==> src/rtl/ebml_hdr_pkg.sv <==
// Shared types and helpers for the element header parser.
// Depends on nothing; imported by every module under rtl/.
package ebml_hdr_pkg;

  localparam int QUEUE_DEPTH = 2;

  localparam int IN_DATA_W   = 8;
  localparam int OUT_DATA_W  = 136;
  localparam int ID_W        = 64;
  localparam int LEN_W       = 4;
  localparam int SIZE_W      = 56;

  typedef enum logic [1:0] {
    KIND_FIRST = 2'd0,
    KIND_CONT  = 2'd1,
    KIND_ERR   = 2'd2
  } byte_kind_t;

  typedef struct packed {
    byte_kind_t          kind;
    logic                size_phase;
    logic                last;
    logic [LEN_W-1:0]    length;
    logic [7:0]          data;
  } hdr_beat_t;

  // all 7*len data bits set, len in 1..8
  function automatic logic [SIZE_W-1:0] size_full_mask(input logic [LEN_W-1:0] len);
    logic [SIZE_W-1:0] m;
    begin
      unique case (len)
        4'd1:    m = 56'h00_0000_0000_007F;
        4'd2:    m = 56'h00_0000_0000_3FFF;
        4'd3:    m = 56'h00_0000_001F_FFFF;
        4'd4:    m = 56'h00_0000_0FFF_FFFF;
        4'd5:    m = 56'h00_0007_FFFF_FFFF;
        4'd6:    m = 56'h00_03FF_FFFF_FFFF;
        4'd7:    m = 56'h01_FFFF_FFFF_FFFF;
        4'd8:    m = 56'hFF_FFFF_FFFF_FFFF;
        default: m = '0;
      endcase
      return m;
    end
  endfunction

endpackage

==> src/rtl/ebml_hdr_front.sv <==
// Front end: accepts stream bytes, tracks phase and bytes still due, and
// classifies each byte into a beat for the queue. Uses ebml_hdr_pkg.
module ebml_hdr_front
  import ebml_hdr_pkg::*;
(
  input  logic             clk,
  input  logic             rst_n,
  input  logic             in_tvalid,
  output logic             in_tready,
  input  logic [7:0]       in_tdata,
  input  logic             in_tuser,
  input  logic             q_full,
  output logic             q_push,
  output hdr_beat_t        q_beat
);

  logic       phase_r, phase_nxt;
  logic [2:0] left_r, left_nxt;
  logic       phase_eff;
  logic [2:0] left_eff;
  logic [2:0] zeros;

  assign in_tready = !q_full;
  assign q_push    = in_tvalid && !q_full;

  always_comb begin
    zeros = 3'd0;
    for (int i = 0; i < 8; i++) begin
      if (in_tdata[i]) zeros = 3'(7 - i);
    end
  end

  always_comb begin
    phase_eff = in_tuser ? 1'b0 : phase_r;
    left_eff  = in_tuser ? 3'd0 : left_r;
    q_beat.size_phase = phase_eff;
    q_beat.length     = '0;
    q_beat.data       = in_tdata;
    if (left_eff == 3'd0) begin
      if (in_tdata == 8'd0) begin
        q_beat.kind = KIND_ERR;
        q_beat.last = 1'b1;
        left_nxt    = 3'd0;
      end else begin
        q_beat.kind   = KIND_FIRST;
        q_beat.length = {1'b0, zeros} + 4'd1;
        q_beat.last   = (zeros == 3'd0);
        left_nxt      = zeros;
        if (phase_eff) q_beat.data = in_tdata & (8'h7F >> zeros);
      end
    end else begin
      q_beat.kind = KIND_CONT;
      q_beat.last = (left_eff == 3'd1);
      left_nxt    = left_eff - 3'd1;
    end
    if (q_beat.kind == KIND_ERR) phase_nxt = 1'b0;
    else if (q_beat.last)        phase_nxt = !phase_eff;
    else                         phase_nxt = phase_eff;
  end

  always_ff @(posedge clk) begin
    if (!rst_n) begin
      phase_r <= 1'b0;
      left_r  <= 3'd0;
    end else if (q_push) begin
      phase_r <= phase_nxt;
      left_r  <= left_nxt;
    end
  end

endmodule

==> src/rtl/ebml_hdr_queue.sv <==
// Short beat queue between front and back end.
// Uses ebml_hdr_pkg for the beat type.
module ebml_hdr_queue
  import ebml_hdr_pkg::*;
#(
  parameter int DEPTH = QUEUE_DEPTH
) (
  input  logic      clk,
  input  logic      rst_n,
  input  logic      push,
  input  hdr_beat_t push_beat,
  output logic      full,
  input  logic      pop,
  output logic      head_valid,
  output hdr_beat_t head_beat
);

  localparam int PTR_W = $clog2(DEPTH);
  localparam int CNT_W = $clog2(DEPTH + 1);

  hdr_beat_t          slot_r [DEPTH];
  logic [PTR_W-1:0]   wr_r, rd_r;
  logic [CNT_W-1:0]   cnt_r;

  assign full       = (cnt_r == CNT_W'(DEPTH));
  assign head_valid = (cnt_r != '0);
  assign head_beat  = slot_r[rd_r];

  always_ff @(posedge clk) begin
    if (push) slot_r[wr_r] <= push_beat;
  end

  always_ff @(posedge clk) begin
    if (!rst_n) begin
      wr_r  <= '0;
      rd_r  <= '0;
      cnt_r <= '0;
    end else begin
      if (push) wr_r <= (wr_r == PTR_W'(DEPTH - 1)) ? '0 : wr_r + 1'b1;
      if (pop)  rd_r <= (rd_r == PTR_W'(DEPTH - 1)) ? '0 : rd_r + 1'b1;
      if (push && !pop)      cnt_r <= cnt_r + 1'b1;
      else if (pop && !push) cnt_r <= cnt_r - 1'b1;
    end
  end

endmodule

==> src/rtl/ebml_hdr_back.sv <==
// Back end: assembles the ID and size integers from queued beats and holds
// each finished header in the output register. Uses ebml_hdr_pkg.
module ebml_hdr_back
  import ebml_hdr_pkg::*;
(
  input  logic                   clk,
  input  logic                   rst_n,
  input  logic                   head_valid,
  input  hdr_beat_t              head_beat,
  output logic                   pop,
  output logic                   out_tvalid,
  input  logic                   out_tready,
  output logic [OUT_DATA_W-1:0]  out_tdata,
  output logic                   out_tuser
);

  logic [ID_W-1:0]       acc_r, acc_nxt;
  logic [LEN_W-1:0]      len_r, len_nxt;
  logic [ID_W-1:0]       held_id_r;
  logic [LEN_W-1:0]      held_len_r;
  logic                  out_valid_r;
  logic [OUT_DATA_W-1:0] out_data_r, out_data_nxt;
  logic                  out_err_r;
  logic                  is_err, emits, id_done;

  assign is_err  = (head_beat.kind == KIND_ERR);
  assign emits   = is_err || (head_beat.last && head_beat.size_phase);
  assign id_done = !is_err && head_beat.last && !head_beat.size_phase;
  assign pop     = head_valid && (!emits || !out_valid_r || out_tready);

  assign out_tvalid = out_valid_r;
  assign out_tdata  = out_data_r;
  assign out_tuser  = out_err_r;

  always_comb begin
    if (head_beat.kind == KIND_FIRST) begin
      acc_nxt = {56'd0, head_beat.data};
      len_nxt = head_beat.length;
    end else begin
      acc_nxt = {acc_r[ID_W-9:0], head_beat.data};
      len_nxt = len_r;
    end
    out_data_nxt = '0;
    if (!is_err) begin
      out_data_nxt[63:0]    = held_id_r;
      out_data_nxt[67:64]   = held_len_r;
      out_data_nxt[123:68]  = acc_nxt[SIZE_W-1:0];
      out_data_nxt[127:124] = len_nxt;
      out_data_nxt[128]     = (acc_nxt[SIZE_W-1:0] == size_full_mask(len_nxt));
    end
  end

  always_ff @(posedge clk) begin
    if (pop && !is_err) begin
      acc_r <= acc_nxt;
      len_r <= len_nxt;
    end
    if (pop && id_done) begin
      held_id_r  <= acc_nxt;
      held_len_r <= len_nxt;
    end
    if (pop && emits) begin
      out_data_r <= out_data_nxt;
      out_err_r  <= is_err;
    end
  end

  always_ff @(posedge clk) begin
    if (!rst_n) begin
      out_valid_r <= 1'b0;
    end else if (pop && emits) begin
      out_valid_r <= 1'b1;
    end else if (out_tready) begin
      out_valid_r <= 1'b0;
    end
  end

endmodule

==> src/rtl/ebml_element_header_parser.sv <==
// Top level of the element header parser: front end, beat queue, back end.
// Depends on ebml_hdr_pkg, ebml_hdr_front, ebml_hdr_queue, ebml_hdr_back.
//
// Takes one container byte per beat and decodes element headers: an ID
// integer with its marker bit kept, then a size integer with the marker
// stripped, each 1..8 bytes long by the first set bit of its first byte.
// One result beat leaves per header, or an error beat (tuser high, tdata
// zero) for a zero first byte. in_tuser high drops any partial header and
// makes the byte the first of an ID. A byte is accepted every cycle while
// the queue has room; the front end classifies it combinationally as it is
// written into the queue; the back end consumes one queued beat per cycle
// unless a result meets a stalled full output register. The last size byte
// passes a queue slot, then the output register, before out_tvalid rises.
// The queue absorbs short stalls; longer ones fill it and drop in_tready.
module ebml_element_header_parser
  import ebml_hdr_pkg::*;
#(
  parameter int QDEPTH = QUEUE_DEPTH
) (
  input  logic                   clk,
  input  logic                   rst_n,
  input  logic                   in_tvalid,
  output logic                   in_tready,
  input  logic [IN_DATA_W-1:0]   in_tdata,   // [7:0] data_byte
  input  logic                   in_tuser,   // [0] restart
  output logic                   out_tvalid,
  input  logic                   out_tready,
  // [63:0] element_id, [67:64] id_length, [123:68] data_size,
  // [127:124] size_length, [128] unknown_size, [135:129] zero
  output logic [OUT_DATA_W-1:0]  out_tdata,
  output logic                   out_tuser   // [0] header_error
);

  logic      q_full, q_push, q_pop, q_valid;
  hdr_beat_t q_in, q_head;

  ebml_hdr_front u_front (
    .clk       (clk),
    .rst_n     (rst_n),
    .in_tvalid (in_tvalid),
    .in_tready (in_tready),
    .in_tdata  (in_tdata),
    .in_tuser  (in_tuser),
    .q_full    (q_full),
    .q_push    (q_push),
    .q_beat    (q_in)
  );

  ebml_hdr_queue #(
    .DEPTH (QDEPTH)
  ) u_queue (
    .clk        (clk),
    .rst_n      (rst_n),
    .push       (q_push),
    .push_beat  (q_in),
    .full       (q_full),
    .pop        (q_pop),
    .head_valid (q_valid),
    .head_beat  (q_head)
  );

  ebml_hdr_back u_back (
    .clk        (clk),
    .rst_n      (rst_n),
    .head_valid (q_valid),
    .head_beat  (q_head),
    .pop        (q_pop),
    .out_tvalid (out_tvalid),
    .out_tready (out_tready),
    .out_tdata  (out_tdata),
    .out_tuser  (out_tuser)
  );

endmodule
==> config.mk <==
export PLATFORM = sky130hd
export DESIGN_NAME = ebml_element_header_parser
export DESIGN_NICKNAME = d
export VERILOG_FILES = /design/src/rtl/ebml_hdr_pkg.sv /design/src/rtl/ebml_hdr_front.sv /design/src/rtl/ebml_hdr_queue.sv /design/src/rtl/ebml_hdr_back.sv /design/src/rtl/ebml_element_header_parser.sv
export SDC_FILE = /design/constraint.sdc
export NUM_CORES = 1
export LEC_CHECK = 0
export BUFFER_PORTS_ARGS = -buffer_cell sky130_fd_sc_hd__buf_2
export CAP_MARGIN = 25
export CORE_ASPECT_RATIO = 0.6
export CORE_MARGIN = 5
export CORE_UTILIZATION = 28
export DETAILED_ROUTE_END_ITERATION = 12
export PLACE_DENSITY_LB_ADDON = 0.3
export SETUP_SLACK_MARGIN = 0.3
export SYNTH_ARGS = -nofsm -noshare
export SYNTH_HDL_FRONTEND = slang
export SYNTH_SLANG_ARGS = --single-unit
==> constraint.sdc <==
create_clock -name clk -period 9.7 [get_ports clk]
set_input_delay 0.97 -clock clk [delete_from_list [all_inputs] [get_ports clk]]
set_output_delay 0.97 -clock clk [all_outputs]
set_load 0.01 [all_outputs]
---- Word-level counts from Yosys, hierarchy flattened ----
Memories as Yosys holds them, arrays and structs flattened. A register that Yosys moved wholly into a read port is not among the register bits.
Cells that the tools add are included.
W data, S select, Z words.
storage, ports and cells
  word-level logic and storage cells ...... 89
  output and inout bits ................... 139
  bits in read-only memories .............. 896
  memories kept ........................... 2
  flip-flop bits (word level) ............. 267
  bits in writable memories ............... 32
memories
  memory            words  bits a word  rd ports  clocked after memory_dff  wr ports  RTL line              RTL
  (name not given)  16     56           1         0                         0         ebml_hdr_pkg.sv:31    unique case (len)
  u_queue.slot_r    2      16           1         1                         1         ebml_hdr_queue.sv:21  hdr_beat_t slot_r [DEPTH];
cells by class
  bitwise operators ....................... 1
  multiplexer cells ....................... 34
  reductions and logical operators ........ 28
  equal/unequal tests ..................... 5
  shifts and indexed selects .............. 1
  add/subtract/negate cells ............... 6
operators by type and width
  operator               count
  $mux W64               1
  $eq A56 B56 Y1         1
  $mux W56               1
  $mux W3                11
  $mux W12               2
  $mux W1                13
  $logic_and A1 B1 Y1    10
  $and A8 B8 Y8          1
  $logic_not A1 Y1       8
  $logic_not A8 Y1       1
  $mux W2                4
  $mux W8                1
  $shr A7 B3 Y8 const A  1
  $eq A2 B2 Y1 const B   3
  $logic_not A3 Y1       2
  $reduce_bool A2 Y1     3
  $add A3 B1 Y4 const B  1
  $mux W4                1
  $eq A3 B1 Y1 const B   1
  $logic_or A1 B1 Y1     3
  $sub A3 B1 Y3 const B  1
  $add A1 B1 Y1 const B  2
  $add A2 B1 Y2 const B  1
  $logic_not A2 Y1       1
  $sub A2 B1 Y2 const B  1

---- Logic depth before layout (Yosys ltp) ----
Gate-level depths: netlist of run 1.
  depth after elaboration ................. 13
  mapped depth ............................ 13
  mapped depth without buffers ............ 13

---- Modules after synthesis ----
From an unflattened synthesis of run 1, not the netlist that was laid out.
second synthesis, totals
  cell total of the unflattened synthesis .. 747
  area total of the unflattened synthesis .. 11777.5 um^2
modules (own cells, without submodules)
  module          sequential area each (um^2)  area an instance (um^2)  times used  cells each
  ebml_hdr_back   7767.4                       9818.2                   1           593
  ebml_hdr_queue  1061.0                       1375.1                   1           72
  ebml_hdr_front  80.1                         584.3                    1           82

---- Worst setup path before layout of run 1 ----
OpenSTA, ideal clock, no wires.
  path type ............................... register -> register
  start ................................... register (tool-made name)
  end ..................................... register u_back.out_data_r[0] (netlist: u_back.out_tdata[0]) (enable)
  clock period less this slack ............ 7481 ps
  path slack .............................. 2219 ps
  library setup time ...................... 621 ps
  data arrival time ....................... 6859 ps
  stages on the path, launching flop included .. 9
  cell sequence ........................... dfxtp_1 buf_6 buf_12 nor2_1 a32oi_1 inv_2 a311oi_2 o22ai_1 nor2_1
RTL lines
  what                  RTL line             RTL
  to (signal assigned)  ebml_hdr_back.sv:63  out_data_r <= out_data_nxt;
  to (decl)             ebml_hdr_back.sv:22  logic [OUT_DATA_W-1:0] out_data_r, out_data_nxt;

==> results.md, run 1 <==
- Status: finished, final reports clean
- Worst path slowest cell: buf_4
- Clock Power Share: 24.0%
- Layout cells sized above 1: 23.4%
- Gate power share: 27.1%
- Ys async rst share: 0%
- Share of power burned in registers: 48.9%
- Crit share post-route: 34.3%
- Most frequent cells in the layout: 290 x edfxtp_1, 144 x buf_2, 135 x and2_1
- Hold buffers post-CTS: 0
- Crit path time final: 3.33 ns
- Core Area: 41700 sq um
- Max_cap viols: 0
- Die area: 46400 sq um
- Internal Pwr Total: 3060 uW
- Clock Skew: 0.0125 ns
- Drt via density: 4.33
- Vias post-DR: 6468
- Starting DRT DRC Count: 403
- Commonest non-fill, non-tap cell in the layout: edfxtp_1
- WS Path Type: flip-flop to flip-flop
- Post-DP HPWL: 18900 microns
- CTS Buf Count: 28
- Residual DRC: 0
- CP top delay family: buffers and inverters
- Post-cts sizing count: 0
- Pin count of the biggest net entering global routing: 81
- All-Layer GR Usage: 11.7%
- Crit path max fanout: 68
- Flops & latches, synth: 300
- IO buf count: 144
- Max incr delay on CP: 0.69 ns
- P per Cell Area: 323 nW/um^2
- Startpoint types: flip-flop
- Clk buf depth: 3
- Clock latency on the worst-skew pair: 0.55 ns
- NumNets Final: 924
- Prevailing post-synth register cell: edfxtp_1
- Ports: 152
- Setup violators final: 0
- Row count: 58
- Post-synth EDFFs: 290
- Initial antenna violation count: 0
- Antenna Cells: 0
- Fmax: 0.300 GHz
- CTS Sinks: 300
- CTS root buffer: clkbuf_16
- Setup TNS: 0 ns
- Hold Violations, Final: 0
- Synth warn: 0
- Post-CTS setup repair buffer count: 0
- Synth cell types: 61
- Worst path bufs/invs: 3
- Cell Area, Synth: 11800 sq um
- HP Class: flip-flop to flip-flop
- Req. time, crit path: 9.87 ns
- First-pass GRT wire length: 41100 microns
- Leakage: 0.00495 uW
- Min-delay src: u_front.left_r[0]
- Drt wl/cell: 18.5 microns
- CP Capture Type: flip-flop
- Clock slew at reported path FFs: 0.06 ns
- Die width: 275 microns
- Crit path DAT: 3.50 ns
- Unrepaired setup endpoints after global routing: no
- Final ANT Viol Nets: 0
- Net Switching: 1480 uW
- DIE HEIGHT: 169 microns
- Switching Fraction: 32.6%
- TritonCTS clock tree: yes
- Fill count: 4060
- Worst VDD drop: 0.134 mV
- Pre-antenna DRT Iters: 5
- Register area share after synthesis: 75.6%
- GP Congestion: 0.801
- Worst hold slack: 0.504 ns
- Vias in the first global route: 6450
- Gr ovfl total: 0
- Tightest Pin Transition: 0.935 ns
- Routed WL: 27700 microns
- Syn_area_per_cell: 15.7 sq um
- Most used cell, CP: buf_4
- Initial Util: 28.2%
- Htree depth: 1
- Crit-path cells: buf_4, nor2_1, a32oi_4, inv_2, a311oi_2, o22ai_1, nor3_2, buf_4
- Layout area overhead: 19.8%
- Cells after Synth: 749
- Max Slew Vio Count: 0
- Relative slew slack: 37.7%
-- logic make-up (layout without fill, tap and decap cells) --
family                   after synthesis  in the layout  synth area share [%]
AO/OA/AOI/OAI                         67             67                  4.05
XOR/XNOR                               6              6                 0.446
adder cells (fa/ha/maj)                6              6                 0.637
buffers and inverters                 54            224                  2.25
flip-flops                           300            300                  75.6
multiplexers                          22             22                  2.12
other                                  1              7                0.0318
AND/OR/NAND/NOR                      293            293                  14.8
-- per-layer routing --
| layer | GRT usage [%] | up-vias | wire length, microns |
|---|---|---|---|
| li1 | - | 3064 | - |
| met1 | 17.8 | 3196 | 13500 |
| met2 | 16.7 | 173 | 11800 |
| met3 | 3.22 | 35 | 1890 |
| met4 | 2.32 | 0 | 546 |
| met5 | 0 | - | 0 |
-- cell type report --
type | count | area [sq um] | area share [%]
well taps | 570 | 713 | 5.06
flip-flops and latches | 300 | 8910 | 63.2
multi-input cells | 401 | 2680 | 19.0
clock buffers | 34 | 744 | 5.28
repair buffers | 155 | 823 | 5.84
inverters | 19 | 71.3 | 0.506
clock inverters | 16 | 160 | 1.14
-- state kept, by name, summed over array words and instances (netlist names), 2 cells and up, named ones only --
signal	cells
u_back.held_id_r	64
u_back.held_len_r	4
u_back.acc_r	56
u_queue.cnt_r	2
u_queue.slot_r	32
u_back.out_tdata	129
u_front.left_r	3
u_back.len_r	4
-- path summary, 6_finish.rpt --
path | to | slack, ns | cells after the start
max | u_back.held_id_r[13] | 6.37 | 8
min | u_front.left_r[0] | 0.50 | 1
max reg2reg | u_back.held_id_r[13] | 6.37 | 8
min reg2reg | u_front.left_r[0] | 0.50 | 1
-- cells in the mapped netlist (2+ instances only) --
library cell / n / area (sq um)
nand2_1: 14 / 52.6
o211a_1: 3 / 30.0
nor2_1: 30 / 113
mux2_2: 2 / 22.5
ha_1: 6 / 75.1
o21ai_0: 14 / 70.1
a21o_1: 3 / 22.5
and4_1: 4 / 35.0
and2_1: 135 / 845
o41ai_1: 4 / 35.0
mux2i_1: 16 / 160
o2111ai_1: 2 / 17.5
o211ai_1: 2 / 15.0
and3_1: 4 / 25.0
nor2b_1: 49 / 307
inv_1: 15 / 56.3
nor3_1: 11 / 55.1
clkbuf_1: 21 / 78.8
buf_4: 7 / 52.6
inv_2: 3 / 11.3
a21boi_0: 4 / 30.0
nand4_1: 10 / 62.6
o221ai_1: 2 / 17.5
edfxtp_1: 290 / 8710
nand2b_1: 6 / 37.5
dfxtp_1: 10 / 200
a21oi_1: 7 / 35.0
nor4_1: 4 / 25.0
or4_1: 8 / 60.1
a22oi_1: 2 / 15.0
buf_2: 4 / 20.0
mux2_4: 3 / 45.0
buf_6: 2 / 22.5
or3_1: 2 / 12.5
o22ai_1: 4 / 25.0
o21a_1: 4 / 30.0
xnor2_1: 5 / 43.8
a31oi_1: 5 / 31.3
nand3_1: 10 / 50.1
-- power groups by stage --
stage	sequential, uW	combinational, uW	clock (uW)
2_1_floorplan	2280	732	0
3_3_place_gp	2260	1220	0
3_5_place_dp	2250	1240	0
4_1_cts	2230	1240	1130
5_1_grt	2270	1360	1180
6_report	2220	1230	1090
-- per-stage QoR --
| step | cells | cell area [sq um] | util (%) | worst slack [ns] | total power [uW] |
|---|---|---|---|---|---|
| 2_1_floorplan | 755 | 11800 | - | 2.22 | 3010 |
| 3_3_place_gp | 1444 | 13200 | 31.6 | 6.39 | 3480 |
| 3_5_place_dp | 1444 | 13200 | 31.6 | 6.30 | 3490 |
| 4_1_cts | 1494 | 14100 | 33.7 | 6.30 | 4600 |
| 5_1_grt | 1495 | 14100 | 33.8 | 6.11 | 4810 |
| 6_report | 1495 | 14100 | 33.8 | 6.37 | 4550 |
Power figures use the tool's default switching activity.
==> run 2: changes to the inputs <==
--- a/config.mk
+++ b/config.mk
@@ -5,6 +5,7 @@
 export SDC_FILE = /design/constraint.sdc
 export NUM_CORES = 1
 export LEC_CHECK = 0
+export ABC_AREA = 1
 export BUFFER_PORTS_ARGS = -buffer_cell sky130_fd_sc_hd__buf_2
 export CAP_MARGIN = 25
 export CORE_ASPECT_RATIO = 0.6
==> constraint.sdc (replaced) <==
create_clock -name clk -period 3.1 [get_ports clk]
set_input_delay 0.31 -clock clk [delete_from_list [all_inputs] [get_ports clk]]
set_output_delay 0.31 -clock clk [all_outputs]
set_load 0.01 [all_outputs]
==> results.md, run 2 <==
- Crit path time final: 2.46 ns (was 3.33 ns)
- Leakage: 0.00586 uW (was 0.00495 uW)
- Ys async rst share: 0% (unchanged)
- Status: finished, final reports clean (unchanged)
- Most used cell, CP: nand2_4 (was buf_4)
- HP Class: input pin to flip-flop (was flip-flop to flip-flop)
- Gr ovfl total: 0 (unchanged)
- Levels on crit path: 14 (was 8)
- Met1 GRT Util: 19.6% (was 17.8%)
- Ports: 152 (unchanged)
- Post-DP HPWL: 20400 microns (was 18900 microns)
- Share of power burned in registers: 45.5% (was 48.9%)
- Pre-antenna DRT Iters: 5 (unchanged)
- End of the critical path: u_back.out_tdata[128] (was u_back.held_id_r[13])
- Top cell type's share of synthesized area: 73.8% (was 73.9%)
- Count leader, synth: edfxtp_1 (unchanged)
- Worst VDD drop: 0.548 mV (was 0.134 mV)
- Die area: 46500 sq um (was 46400 sq um)
- Crit path DAT: 2.78 ns (was 3.50 ns)
- Internal reg-to-reg setup slack: 0.64 ns (was 6.37 ns)
- Starting DRT DRC Count: 548 (was 403)
- Die width: 275 microns (about the same)
- Synth cell count leaders: 290 x edfxtp_1, 206 x nor2_1, 188 x inv_1, 103 x nand2_1, 32 x nand3_1 (was 290 x edfxtp_1, 135 x and2_1, 49 x nor2b_1, 30 x nor2_1, 21 x clkbuf_1)
- Startpoint types: flip-flop (unchanged)
- Antenna Cells: 0 (unchanged)
- Busiest layer in global routing: met1 (unchanged)
- Residual DRC: 0 (unchanged)
- Initial antenna violation count: 0 (unchanged)
- Clock latency on the worst-skew pair: 0.56 ns (was 0.55 ns)
- Syn_area_per_cell: 12.2 sq um (was 15.7 sq um)
- Htree depth: 1 (unchanged)
- Post-synth EDFFs: 290 (unchanged)
- Unrepaired setup endpoints after global routing: no (unchanged)
- Synth warn: 0 (unchanged)
- Tightest Pin Transition: 0.675 ns (was 0.935 ns)
- Gate power share: 34.1% (was 27.1%)
- Clock Skew: 0.0117 ns (was 0.0125 ns)
- Max incr delay on CP: 0.41 ns (was 0.69 ns)
- CP top delay family: simple AND/OR/NAND/NOR gates (was buffers and inverters)
- P per Cell Area: 1140 nW/um^2 (was 323 nW/um^2)
- Hold buffers post-CTS: 0 (unchanged)
- Crit-path cells: buf_4, inv_6, nand2_4, nand2_4, nand2_4, nand2_1, nand2_2, nand3_2, nand2_4, nand2_1, o21ai_0, nor2_1, nand2_1, nor2_1 (was buf_4, nor2_1, a32oi_4, inv_2, a311oi_2, o22ai_1, nor3_2, buf_4)
- Commonest non-fill, non-tap cell in the layout: edfxtp_1 (unchanged)
- Met2 global-route usage: 17.4% (was 16.7%)
- Clock slew at reported path FFs: 0.06 ns (about the same)
- Relative slew slack: 54.5% (was 37.7%)
- Row count: 58 (unchanged)
- CP Capture Type: flip-flop (unchanged)
- Core Area: 41700 sq um (unchanged)
- Most frequent cells in the layout: 290 x edfxtp_1, 205 x nor2_1, 184 x inv_1 (was 290 x edfxtp_1, 144 x buf_2, 135 x and2_1)
- Initial Util: 28.3% (was 28.2%)
- All-Layer GR Usage: 12.4% (was 11.7%)
- Internal Pwr Total: 10200 uW (was 3060 uW)
- NumNets Final: 1154 (was 924)
- Setup violators final: 0 (unchanged)
- DP Worst Slack: 0.525 ns (was 6.30 ns)
- Min-delay src: out_tready (was u_front.left_r[0])
- Flops & latches, synth: 300 (unchanged)
- Clk buf depth: 3 (unchanged)
- Fmax: 0.407 GHz (was 0.300 GHz)
- Synth cell types: 37 (was 61)
- DIE HEIGHT: 169 microns (about the same)
- Vias in the first global route: 7332 (was 6450)
- Post-Layout Cell Count: 1725 (was 1495)
- Drt via density: 4.13 (was 4.33)
- Worst path bufs/invs: 2 (was 3)
- Cells after Synth: 967 (was 749)
- Fill count: 4151 (was 4060)
- Max Slew Vio Count: 0 (unchanged)
- Req. time, crit path: 3.42 ns (was 9.87 ns)
- Total power: 16200 uW (was 4550 uW)
- TritonCTS clock tree: yes (unchanged)
- Pin count of the biggest net entering global routing: 94 (was 81)
- Prevailing post-synth register cell: edfxtp_1 (unchanged)
- Main area contributors after synthesis: edfxtp_1 74%, nor2_1 6.6%, inv_1 6.0%, nand2_1 3.3%, dfxtp_1 1.7% (was edfxtp_1 74%, and2_1 7.2%, nor2b_1 2.6%, dfxtp_1 1.7%, mux2i_1 1.4%)
- Inst Count DP: 1672 (was 1444)
- CTS Sinks: 300 (unchanged)
- Post-cts sizing count: 0 (unchanged)
- WS Path Type: flip-flop to flip-flop (unchanged)
- Routed WL: 29100 microns (was 27700 microns)
- Crit share post-route: 79.4% (was 34.3%)
- Net Switching: 6020 uW (was 1480 uW)
- Worst hold slack: 0.0638 ns (was 0.504 ns)
- Layout area overhead: 20.1% (was 19.8%)
- Layout cells sized above 1: 20.1% (was 23.4%)
- Cell Area, Synth: 11800 sq um (about the same)
- Drt wl/cell: 16.8 microns (was 18.5 microns)
- GP Congestion: 0.860 (was 0.801)
- Switching Fraction: 37.2% (was 32.6%)
- M3 GR Usage: 2.49% (was 3.22%)
- IO buf count: 144 (unchanged)
- Final ANT Viol Nets: 0 (unchanged)
- Setup ws final: 0.640 ns (was 6.37 ns)
- Register area share after synthesis: 75.5% (was 75.6%)
- Max reg flops: 129 (unchanged)
- Post-CTS setup repair buffer count: 0 (unchanged)
- Reg2Reg Depth: 14 (was 8)
- Vias post-DR: 7122 (was 6468)
- Clock Power Share: 20.4% (was 24.0%)
- CTS Buf Count: 31 (was 28)
- Cell taking the most area after synthesis: edfxtp_1 (unchanged)
- First-pass GRT wire length: 44000 microns (was 41100 microns)
- Max_cap viols: 0 (unchanged)
- Crit path max fanout: 16 (was 68)
- FF-to-FF End: u_back.out_tdata[128] (was u_back.held_id_r[13])
- Hold Violations, Final: 0 (unchanged)
- Worst path slowest cell: dfxtp_1 (was buf_4)
- CTS root buffer: clkbuf_16 (unchanged)
==> run 2: changes by cell type after synthesis, moves of 8 or more <==
cell	delta
nor2_1	+176
inv_1	+173
and2_1	-135
nand2_1	+89
nor2b_1	-49
nand3_1	+22
clkbuf_1	-17
mux2i_1	-15
a21oi_1	+10
o21ai_0	+9
or4_1	-8
==> run 2: stage by stage <==
stage	area, sq um	util (%)	TNS (ns)
2_1_floorplan	11900	-	-74.74
3_3_place_gp	13300	31.9	0
3_5_place_dp	13300	31.9	0
4_1_cts	14200	33.9	0
5_1_grt	14200	34.0	0
6_report	14200	34.0	0
==> run 2: area by class of cell <==
class	count	area, sq um	share of cell area (%)
clock buffer	39	806	5.69
clock inverter	14	70.1	0.495
inverter	194	743	5.25
multi-input combinational	448	2020	14.3
sequential	300	8910	62.9
tap	570	713	5.03
timing repair buffer	160	903	6.38
==> run 2: kinds of logic after synthesis <==
logic type | synth area share [%]
and+or+nand+nor | 13.6
DFF | 75.5
buffers and inverters | 7.80
AOI/OAI and AO/OA | 2.30
adders and majority gates | 0.636
other | 0.0318
xor gates and xnor gates | 0.0743
muxes | 0.0848
==> run 2: worst min-delay path by stage <==
| stage | cells past startpoint | endpoint |
|---|---|---|
| 5_1_grt | 4 | u_back.out_tvalid |
| 2_1_floorplan | 1 | flip-flop |
| 3_5_place_dp | 1 | flip-flop |
| 4_1_cts | 4 | u_back.out_tvalid |
| 3_3_place_gp | 1 | u_queue.rd_r |
| 6_report | 4 | u_back.out_tvalid |
==> run 2: per-layer routing <==
metal / up-vias / share of wire, %
met5: - / 0
met4: 0 / 1.7
met3: 36 / 4.9
met2: 175 / 40
met1: 3438 / 53
li1: 3473 / -
==> run 2: power groups by stage <==
stage | registers, uW | clock network [uW] | logic (uW)
after global routing | 7510 | 3580 | 6210
final | 7360 | 3300 | 5510
after detailed placement | 7440 | 0 | 5620
after floorplan | 7690 | 0 | 3070
after CTS | 7390 | 3400 | 5650
after global placement | 7470 | 0 | 5580
==> run 2: worst min-delay path, cell delays in order <==
cell and delay, ns:
buf_2 0.08, nor2_1 0.05, nor2_1 0.09, nor2_1 0.04
